**src/rtl/les_pkg.sv**
```systemverilog
package les_pkg;

	// Default word format of the point, signed fixed point.
	localparam int WORD_WIDTH_DEF = 32;
	localparam int FRAC_BITS_DEF  = 24;

	// Coefficient registers are unsigned and this wide, whatever the word width.
	localparam int COEF_W = 31;

	// Configuration register indexes.
	localparam int CFG_INDEX_W = 2;
	localparam logic [CFG_INDEX_W-1:0] REG_SIGMA = 2'd0;
	localparam logic [CFG_INDEX_W-1:0] REG_RHO   = 2'd1;
	localparam logic [CFG_INDEX_W-1:0] REG_BETA  = 2'd2;
	localparam logic [CFG_INDEX_W-1:0] REG_DT    = 2'd3;

	// Request kinds carried in the input tuser.
	localparam logic REQ_STEP = 1'b0;
	localparam logic REQ_LOAD = 1'b1;

	// Multiply operations of one Euler step, in issue order.
	localparam int OP_W = 3;
	localparam logic [OP_W-1:0] MUL_SIG_T1 = 3'd0; // sigma * (y - x)
	localparam logic [OP_W-1:0] MUL_X_T2   = 3'd1; // x * (rho - z)
	localparam logic [OP_W-1:0] MUL_X_Y    = 3'd2; // x * y
	localparam logic [OP_W-1:0] MUL_BETA_Z = 3'd3; // beta * z
	localparam logic [OP_W-1:0] MUL_M1_DT  = 3'd4; // dx
	localparam logic [OP_W-1:0] MUL_T4_DT  = 3'd5; // dz
	localparam logic [OP_W-1:0] MUL_T3_DT  = 3'd6; // dy

	// Commands from the controller to the datapath.
	typedef struct packed {
		logic            load;        // take the load fields into the point
		logic            start;       // a new item begins: clear the clamp flag
		logic            issue;       // start a multiply
		logic [OP_W-1:0] op;          // which multiply
		logic            commit_step; // write the stepped point and the result
		logic            commit_load; // write the loaded point as the result
	} cmd_t;

endpackage

```
**src/rtl/les_ctrl.sv**
```systemverilog
module les_ctrl (
	input  logic              clk,
	input  logic              arst_n,
	input  logic              s_tvalid,
	output logic              s_tready,
	input  logic              req_type,
	output logic              m_tvalid,
	input  logic              m_tready,
	output les_pkg::cmd_t     cmd
);

	localparam logic [1:0] ST_IDLE = 2'd0;
	localparam logic [1:0] ST_RUN  = 2'd1;
	localparam logic [1:0] ST_DONE = 2'd2;

	localparam logic [2:0] LAST_SLOT = 3'd7;

	logic [1:0] state_q;
	logic [2:0] slot_q;
	logic       kind_q;
	logic       m_tvalid_q;
	logic       accept;
	logic       out_free;
	logic       commit;

	assign s_tready = (state_q == ST_IDLE);
	assign accept   = s_tvalid && s_tready;
	assign out_free = !m_tvalid_q || m_tready;
	assign commit   = (state_q == ST_DONE) && out_free;
	assign m_tvalid = m_tvalid_q;

	always_comb begin
		cmd             = '0;
		cmd.load        = accept && (req_type == les_pkg::REQ_LOAD);
		cmd.start       = accept;
		cmd.commit_step = commit && (kind_q == les_pkg::REQ_STEP);
		cmd.commit_load = commit && (kind_q == les_pkg::REQ_LOAD);
		if (state_q == ST_RUN) begin
			cmd.issue = 1'b1;
			case (slot_q)
				3'd0: cmd.op = les_pkg::MUL_SIG_T1;
				3'd1: cmd.op = les_pkg::MUL_X_T2;
				3'd2: cmd.op = les_pkg::MUL_X_Y;
				3'd3: cmd.op = les_pkg::MUL_BETA_Z;
				3'd4: cmd.op = les_pkg::MUL_M1_DT;
				3'd5: cmd.op = les_pkg::MUL_T4_DT;
				3'd6: cmd.op = les_pkg::MUL_T3_DT;
				default: begin
					// Last slot only drains the multiplier.
					cmd.issue = 1'b0;
					cmd.op    = les_pkg::MUL_SIG_T1;
				end
			endcase
		end
	end

	always_ff @(posedge clk or negedge arst_n) begin
		if (!arst_n) begin
			state_q    <= ST_IDLE;
			slot_q     <= '0;
			kind_q     <= les_pkg::REQ_STEP;
			m_tvalid_q <= 1'b0;
		end else begin
			case (state_q)
				ST_IDLE: begin
					if (accept) begin
						kind_q  <= req_type;
						slot_q  <= '0;
						state_q <= (req_type == les_pkg::REQ_LOAD) ? ST_DONE : ST_RUN;
					end
				end
				ST_RUN: begin
					if (slot_q == LAST_SLOT) begin
						state_q <= ST_DONE;
					end else begin
						slot_q <= slot_q + 3'd1;
					end
				end
				ST_DONE: begin
					if (out_free) begin
						state_q <= ST_IDLE;
					end
				end
				default: begin
					state_q <= ST_IDLE;
				end
			endcase

			if (commit) begin
				m_tvalid_q <= 1'b1;
			end else if (m_tready) begin
				m_tvalid_q <= 1'b0;
			end
		end
	end

endmodule

```
**src/rtl/les_dp.sv**
```systemverilog
module les_dp #(
	parameter int WordWidth = les_pkg::WORD_WIDTH_DEF,
	parameter int FracBits  = les_pkg::FRAC_BITS_DEF
) (
	input  logic                              clk,
	input  logic                              arst_n,
	input  les_pkg::cmd_t                     cmd,
	input  logic                              cfg_we,
	input  logic [les_pkg::CFG_INDEX_W-1:0]   cfg_index,
	input  logic [les_pkg::COEF_W-1:0]        cfg_data,
	input  logic [WordWidth-1:0]              load_x,
	input  logic [WordWidth-1:0]              load_y,
	input  logic [WordWidth-1:0]              load_z,
	output logic [WordWidth-1:0]              out_x,
	output logic [WordWidth-1:0]              out_y,
	output logic [WordWidth-1:0]              out_z,
	output logic                              saturated
);

	localparam int CW  = les_pkg::COEF_W;
	// Operand width covers both a coordinate and a coefficient as signed values.
	localparam int OpW = (WordWidth > CW + 1) ? WordWidth : CW + 1;
	localparam int LoW = OpW / 2;
	localparam int HiW = OpW - LoW;
	localparam int PW  = 2 * OpW;

	localparam logic [63:0] One      = 64'd1 << FracBits;
	localparam logic [CW-1:0] SigmaRst = CW'(One * 64'd10);
	localparam logic [CW-1:0] RhoRst   = CW'(One * 64'd28);
	localparam logic [CW-1:0] BetaRst  = CW'((One * 64'd8 + 64'd1) / 64'd3);
	localparam logic [CW-1:0] DtRst    = CW'((One + 64'd25) / 64'd50);
	localparam logic [WordWidth-1:0] PosRst = WordWidth'(One);

	function automatic logic signed [OpW:0] sxw(input logic [WordWidth-1:0] v);
		return {{(OpW + 1 - WordWidth){v[WordWidth-1]}}, v};
	endfunction

	function automatic logic signed [OpW:0] zc(input logic [CW-1:0] c);
		return {{(OpW + 1 - CW){1'b0}}, c};
	endfunction

	// Clamp to the word range; the top bit of the result flags a clamp.
	function automatic logic [WordWidth:0] clampw(input logic signed [OpW:0] v);
		logic same;
		same = (&v[OpW:WordWidth-1]) || !(|v[OpW:WordWidth-1]);
		if (same) begin
			return {1'b0, v[WordWidth-1:0]};
		end else if (v[OpW]) begin
			return {2'b11, {(WordWidth - 1){1'b0}}};
		end
		return {2'b10, {(WordWidth - 1){1'b1}}};
	endfunction

	function automatic logic [WordWidth:0] clampp(input logic signed [PW-1:0] v);
		logic same;
		same = (&v[PW-1:WordWidth-1]) || !(|v[PW-1:WordWidth-1]);
		if (same) begin
			return {1'b0, v[WordWidth-1:0]};
		end else if (v[PW-1]) begin
			return {2'b11, {(WordWidth - 1){1'b0}}};
		end
		return {2'b10, {(WordWidth - 1){1'b1}}};
	endfunction

	logic [CW-1:0]        sigma_q, rho_q, beta_q, dt_q;
	logic [WordWidth-1:0] pos_x_q, pos_y_q, pos_z_q;
	logic [WordWidth-1:0] m1_q, u_q, xy_q, bz_q, dx_q, dy_q, dz_q;
	logic                 sat_q;

	logic [WordWidth:0]   t1, t2, t3, t4;
	logic [WordWidth:0]   nx, ny, nz;
	logic signed [OpW-1:0] opa, opb;
	logic                 op_clamp;

	logic signed [OpW+LoW:0]   pp_lo;
	logic signed [OpW+HiW-1:0] pp_hi;
	logic signed [OpW+LoW:0]   pp_lo_s1;
	logic signed [OpW+HiW-1:0] pp_hi_s1;
	logic [les_pkg::OP_W-1:0]  op_s1;
	logic                      valid_s1;

	logic signed [PW-1:0] prod;
	logic signed [PW-1:0] prod_sh;
	logic [WordWidth:0]   mres;

	// Bracket terms, each clamped on its own.
	assign t1 = clampw(sxw(pos_y_q) - sxw(pos_x_q));
	assign t2 = clampw(zc(rho_q) - sxw(pos_z_q));
	assign t3 = clampw(sxw(u_q) - sxw(pos_y_q));
	assign t4 = clampw(sxw(xy_q) - sxw(bz_q));

	assign nx = clampw(sxw(pos_x_q) + sxw(dx_q));
	assign ny = clampw(sxw(pos_y_q) + sxw(dy_q));
	assign nz = clampw(sxw(pos_z_q) + sxw(dz_q));

	always_comb begin
		opa      = OpW'(sxw(m1_q));
		opb      = OpW'(zc(dt_q));
		op_clamp = 1'b0;
		case (cmd.op)
			les_pkg::MUL_SIG_T1: begin
				opa      = OpW'(zc(sigma_q));
				opb      = OpW'(sxw(t1[WordWidth-1:0]));
				op_clamp = t1[WordWidth];
			end
			les_pkg::MUL_X_T2: begin
				opa      = OpW'(sxw(pos_x_q));
				opb      = OpW'(sxw(t2[WordWidth-1:0]));
				op_clamp = t2[WordWidth];
			end
			les_pkg::MUL_X_Y: begin
				opa = OpW'(sxw(pos_x_q));
				opb = OpW'(sxw(pos_y_q));
			end
			les_pkg::MUL_BETA_Z: begin
				opa = OpW'(zc(beta_q));
				opb = OpW'(sxw(pos_z_q));
			end
			les_pkg::MUL_M1_DT: begin
				opa = OpW'(sxw(m1_q));
			end
			les_pkg::MUL_T4_DT: begin
				opa      = OpW'(sxw(t4[WordWidth-1:0]));
				op_clamp = t4[WordWidth];
			end
			les_pkg::MUL_T3_DT: begin
				opa      = OpW'(sxw(t3[WordWidth-1:0]));
				op_clamp = t3[WordWidth];
			end
			default: begin
				opa = OpW'(sxw(m1_q));
			end
		endcase
	end

	// The multiplier is split on the second operand into two half-width products.
	assign pp_lo = opa * $signed({1'b0, opb[LoW-1:0]});
	assign pp_hi = opa * $signed(opb[OpW-1:LoW]);

	assign prod    = {pp_hi_s1, {LoW{1'b0}}} + {{(HiW - 1){pp_lo_s1[OpW+LoW]}}, pp_lo_s1};
	assign prod_sh = prod >>> FracBits;
	assign mres    = clampp(prod_sh);

	always_ff @(posedge clk or negedge arst_n) begin
		if (!arst_n) begin
			sigma_q  <= SigmaRst;
			rho_q    <= RhoRst;
			beta_q   <= BetaRst;
			dt_q     <= DtRst;
			pos_x_q  <= PosRst;
			pos_y_q  <= PosRst;
			pos_z_q  <= PosRst;
			valid_s1 <= 1'b0;
			sat_q    <= 1'b0;
		end else begin
			if (cfg_we) begin
				case (cfg_index)
					les_pkg::REG_SIGMA: sigma_q <= cfg_data;
					les_pkg::REG_RHO:   rho_q   <= cfg_data;
					les_pkg::REG_BETA:  beta_q  <= cfg_data;
					les_pkg::REG_DT:    dt_q    <= cfg_data;
					default: ;
				endcase
			end
			valid_s1 <= cmd.issue;
			if (cmd.start) begin
				sat_q <= 1'b0;
			end else begin
				sat_q <= sat_q | (cmd.issue & op_clamp) | (valid_s1 & mres[WordWidth]);
			end
			if (cmd.load) begin
				pos_x_q <= load_x;
				pos_y_q <= load_y;
				pos_z_q <= load_z;
			end else if (cmd.commit_step) begin
				pos_x_q <= nx[WordWidth-1:0];
				pos_y_q <= ny[WordWidth-1:0];
				pos_z_q <= nz[WordWidth-1:0];
			end
		end
	end

	always_ff @(posedge clk) begin
		pp_lo_s1 <= pp_lo;
		pp_hi_s1 <= pp_hi;
		op_s1    <= cmd.op;
		if (valid_s1) begin
			case (op_s1)
				les_pkg::MUL_SIG_T1: m1_q <= mres[WordWidth-1:0];
				les_pkg::MUL_X_T2:   u_q  <= mres[WordWidth-1:0];
				les_pkg::MUL_X_Y:    xy_q <= mres[WordWidth-1:0];
				les_pkg::MUL_BETA_Z: bz_q <= mres[WordWidth-1:0];
				les_pkg::MUL_M1_DT:  dx_q <= mres[WordWidth-1:0];
				les_pkg::MUL_T4_DT:  dz_q <= mres[WordWidth-1:0];
				les_pkg::MUL_T3_DT:  dy_q <= mres[WordWidth-1:0];
				default: ;
			endcase
		end
		if (cmd.commit_step) begin
			out_x     <= nx[WordWidth-1:0];
			out_y     <= ny[WordWidth-1:0];
			out_z     <= nz[WordWidth-1:0];
			saturated <= sat_q | nx[WordWidth] | ny[WordWidth] | nz[WordWidth];
		end else if (cmd.commit_load) begin
			out_x     <= pos_x_q;
			out_y     <= pos_y_q;
			out_z     <= pos_z_q;
			saturated <= 1'b0;
		end
	end

endmodule

```
**src/rtl/lorenz_euler_step_unit.sv**
```systemverilog
// Forward-Euler integrator for the Lorenz system in signed fixed point
// (WORD_WIDTH bits with FRAC_BITS fraction bits, Q8.24 by default). The unit
// holds one point (x, y, z), which reset sets to (1, 1, 1). A step beat on the
// input advances the point by dx = sigma(y-x)dt, dy = (x(rho-z)-y)dt and
// dz = (xy - beta z)dt; a load beat replaces the point with the given one.
// Every input beat yields exactly one output beat carrying the new point and
// a flag that is set when any intermediate or coordinate was clamped to the
// word range. Products are truncated toward minus infinity. The next input
// beat is taken in the cycle after the result is registered, both for a step
// and for a load. The step time is set by the seven products of the step,
// which share one multiplier with a partial-product stage and an accumulate
// stage, issued one per cycle in dependency order. The coefficients sigma,
// rho, beta and dt sit in four registers written through the configuration
// channel; the user must write them only while the unit is idle, as the unit
// itself does not enforce this.
module lorenz_euler_step_unit #(
	parameter int WORD_WIDTH = les_pkg::WORD_WIDTH_DEF,
	parameter int FRAC_BITS  = les_pkg::FRAC_BITS_DEF,
	parameter int S_DATA_W   = ((3 * WORD_WIDTH + 7) / 8) * 8
) (
	input  logic                            clk,
	input  logic                            arst_n,

	// Input stream.
	input  logic                            s_tvalid,
	output logic                            s_tready,
	// From bit 0 up: load_x, load_y, load_z, zero padding.
	input  logic [S_DATA_W-1:0]             s_tdata,
	// Bit 0: req_type (0 step, 1 load).
	input  logic [0:0]                      s_tuser,

	// Result stream.
	output logic                            m_tvalid,
	input  logic                            m_tready,
	// From bit 0 up: out_x, out_y, out_z, zero padding.
	output logic [S_DATA_W-1:0]             m_tdata,
	// Bit 0: saturated.
	output logic [0:0]                      m_tuser,

	// Configuration writes: index 0 sigma, 1 rho, 2 beta, 3 dt.
	input  logic                            cfg_valid,
	output logic                            cfg_ready,
	input  logic [les_pkg::CFG_INDEX_W-1:0] cfg_index,
	input  logic [les_pkg::COEF_W-1:0]      cfg_data
);

	les_pkg::cmd_t          cmd;
	logic [WORD_WIDTH-1:0]  out_x, out_y, out_z;
	logic                   saturated;

	// Registers take a write in any cycle.
	assign cfg_ready = 1'b1;

	les_ctrl u_ctrl (
		.clk      (clk),
		.arst_n   (arst_n),
		.s_tvalid (s_tvalid),
		.s_tready (s_tready),
		.req_type (s_tuser[0]),
		.m_tvalid (m_tvalid),
		.m_tready (m_tready),
		.cmd      (cmd)
	);

	les_dp #(
		.WordWidth (WORD_WIDTH),
		.FracBits  (FRAC_BITS)
	) u_dp (
		.clk       (clk),
		.arst_n    (arst_n),
		.cmd       (cmd),
		.cfg_we    (cfg_valid && cfg_ready),
		.cfg_index (cfg_index),
		.cfg_data  (cfg_data),
		.load_x    (s_tdata[WORD_WIDTH-1:0]),
		.load_y    (s_tdata[2*WORD_WIDTH-1:WORD_WIDTH]),
		.load_z    (s_tdata[3*WORD_WIDTH-1:2*WORD_WIDTH]),
		.out_x     (out_x),
		.out_y     (out_y),
		.out_z     (out_z),
		.saturated (saturated)
	);

	// Pack the result fields; any padding bits above them read as zero.
	always_comb begin
		m_tdata                               = '0;
		m_tdata[WORD_WIDTH-1:0]               = out_x;
		m_tdata[2*WORD_WIDTH-1:WORD_WIDTH]    = out_y;
		m_tdata[3*WORD_WIDTH-1:2*WORD_WIDTH]  = out_z;
	end

	assign m_tuser[0] = saturated;

endmodule

```
**config.mk**
```make
export PLATFORM = sky130hd
export DESIGN_NAME = lorenz_euler_step_unit
export DESIGN_NICKNAME = d
export VERILOG_FILES = /design/src/rtl/les_pkg.sv /design/src/rtl/les_ctrl.sv /design/src/rtl/les_dp.sv /design/src/rtl/lorenz_euler_step_unit.sv
export SDC_FILE = /design/constraint.sdc
export NUM_CORES = 2
export LEC_CHECK = 0
export BUFFER_PORTS_ARGS = -buffer_cell sky130_fd_sc_hd__buf_2
export CORE_MARGIN = 3
export CORE_UTILIZATION = 55
export CTS_CLUSTER_DIAMETER = 50
export DETAILED_ROUTE_END_ITERATION = 10
export PLACE_DENSITY_LB_ADDON = 0.25
export SYNTH_ARGS = -nofsm -noshare
export SYNTH_HDL_FRONTEND = slang
export SYNTH_SLANG_ARGS = --single-unit
```
**constraint.sdc**
```tcl
create_clock -name clk -period 11.1 [get_ports clk]
set_input_delay 2.22 -clock clk [delete_from_list [all_inputs] [get_ports clk]]
set_output_delay 2.22 -clock clk [all_outputs]
set_load 0.005 [all_outputs]
```
==> qor.yml <==
die_area_mm2: 0.1371
final.setup.tns_ns: 0
fin_nets: 9683
required_ns: 11.67
max_stage_delay_ns: 0.57
hold_path_class: "flop to flop"
drive_gt1_share_pct: 14.17
synth.area.top_cells: "fa_1 27%, edfxtp_1 13%, ha_1 8.7%"
cts_htree_levels: 3
path_buf_inv: 6
finalClockSkew_ns: 0.07055
routed_wl_um: 242100
synth_top_area_share_pct: 26.88
vias: 58782
routabilityCongestion: 1.009
ys_ff_latch: 634
clk_pin_slew_ns: 0.06
cts.sinks: 634
die_w_um: 370.3
yosysMostFrequentCell: "inv_1"
cts-hold-fix-buffers: 0
relSlewSlack_pct: 12.88
rows: 133
maxCapViolCount: 0
track_usage_pct: 35.51
cts_buffer_depth: 3
yosys-top-cells-count: "1342 x inv_1, 980 x fa_1, 801 x nand2_1, 619 x nor2_1, 507 x ha_1"
crit_arrival_ns: 11.31
multi_input_comb_area_mm2: 0.04983
cp_slowest_cell: "fa_1"
critical_path.max_fanout: 28
synthToLayoutAreaGrowth_pct: 11.99
dp_slack_ns: -0.002289
antenna_found_initial: 22
synth_fa_ha_area_share_pct: 35.77
hold_viol: 0
coreArea_mm2: 0.1316
yosysTopAreaCell: "fa_1"
status: "completed"
yosysWarnings: 0
synth_top_family_by_area: "adder cells"
antenna_left: 0
syn_area_mm2: 0.07298
die_h_um: 370.3
io-pin-count: 235
slew_violations: 0
grt_max_degree: 70
synthArstFlopShare_pct: 36.12
synth.distinct_cells: 109
yosys.area_share.simple_pct: 11.80
seq_area_frac_synth_pct: 23.42
grt_pass1_wl_um: 364800
startpoint_type: "flop"
wl_per_cell_um: 24.43
postLayoutCellArea_mm2: 0.08173
final.period_utilization_pct: 96.74
synth_xor_area_share_pct: 3.744
clock.fmax_mhz: 93.12
synthCells: 7719
end_kind: "flop"
grt_pass1_vias: 60642
finalCriticalPeriod_ns: 10.74
avgSynthCellArea_um2: 9.454
fill_cells: 11137
synth_nets: 9341
cts_tree: "done"
synth_mux_area_share_pct: 3.018
synth-edff-count: 321
setup_viol_count_final: 0
grt_overflow: 0
start_util_pct: 55.44
firstDrtPassIters: 7
port_buffers: 233
setup_ws_ns: 0.3614
path_class: "flop to flop"
synth_compound_area_share_pct: 13.21
hpwl_um: 194800
worst_pin_slew_ns: 1.298
numCtsBuffers: 96
dpl_cell_area_mm2: 0.07808
route.detailed.drc: 0
synth-main-ff-cell: "edfxtp_1"
ff_latch_area_mm2: 0.01709
initialDrtViolationCount: 5448
cpMostUsedCell: "fa_1"
crit_family: "compound AO/OA/AOI/OAI gates"
vias_per_cell: 5.932
root_buffer: "clkbuf_16"
clk_latency_ns: 0.76
## sequential cells by signal, indices dropped and copies added (netlist names), 3 cells and up
name           count
u_ctrl.slot_q      3
u_dp.beta_q       31
u_dp.bz_q         32
u_dp.dt_q         31
u_dp.dx_q         32
u_dp.dy_q         32
u_dp.dz_q         32
u_dp.m1_q         32
u_dp.op_s1         3
u_dp.out_x        32
u_dp.out_y        32
u_dp.out_z        32
u_dp.pos_x_q      32
u_dp.pos_y_q      32
u_dp.pos_z_q      32
u_dp.pp_hi_s1     48
u_dp.pp_lo_s1     33
u_dp.rho_q        31
u_dp.sigma_q      31
u_dp.u_q          32
u_dp.xy_q         32
## area by class of cell
type,count,area share (%)
Antenna cell,9,0.02756
Multi-Input combinational cell,5409,60.97
Clock inverter,66,0.9461
Clock buffer,116,3.169
Sequential cell,634,20.91
Timing Repair Buffer,576,5.115
Inverter,1344,6.173
Tap cell,1755,2.687
## placed cells by master (no fill, tap or decap), types with 49 or more instances in the layout
cell type,netlist,layout
o21a_1,54,49
fa_1,980,979
nand2_1,801,800
mux2_2,189,189
a21o_1,205,205
nor2_1,619,612
xor2_1,115,115
buf_2,155,232
nor3_1,54,49
nand3_1,69,68
ha_1,507,507
a21oi_1,345,340
dfxtp_1,84,84
buf_4,13,308
and2_1,102,102
dfrtp_1,197,196
o21ai_1,70,56
inv_1,1342,1341
nand2b_1,73,73
clkbuf_16,0,99
xnor2_1,192,189
o21ai_0,287,272
edfxtp_1,321,321
## worst paths after layout
check,start,endpoint,slack (ns),cells after the start
worst min register to register,u_dp.sigma_q[14],u_dp.sigma_q[14],0.51,1
worst max-delay path,u_dp.pos_z_q[8],u_dp.pp_hi_s1[46],0.36,38
worst max register to register,u_dp.pos_z_q[8],u_dp.pp_hi_s1[46],0.36,38
worst min-delay path,u_dp.sigma_q[14],u_dp.sigma_q[14],0.51,1
min in group asynchronous,arst_n,u_dp.pos_y_q[30],1.40,1
max in group asynchronous,arst_n,u_dp.rho_q[6],7.76,3
## through the flow
stage	util (%)	hold WS (ns)	cells
after floorplan	-	0.4625	7719
after global placement	59.31	0.4852	9709
after detailed placement	59.31	0.4899	9709
after CTS	61.87	0.5024	9891
after global routing	62.08	0.5074	9903
final	62.09	0.5069	9909
## repair_timing
item / CTS / global route
gates cloned: 0 / 2
setup endpoints to repair: 5 / 36
gates resized for setup: 1 / 40
endpoints found under the hold margin: 0 / 0
setup buffers: 0 / 7
pin swaps: 0 / 10
## cells by family after synthesis
logic type / after synthesis
flip-flops: 634
XOR/XNOR: 309
other: 1
adder cells (fa/ha/maj): 1501
multiplexers: 196
buffers and inverters: 1677
AO/OA/AOI/OAI: 1445
AND/OR/NAND/NOR: 1956
## routing by layer
layer  GRT usage [%]  share of wire [%]  wire, um
met3           7.105                9.4     22780
met4           20.49                6.9     16660
met2           57.05                 46    111200
met1           44.76                 38     91430
met5               0              0.011        27
Power is left out: the tool's default activity adds up to more than one toggle a clock period on the data nets, which glitch-free logic cannot reach.
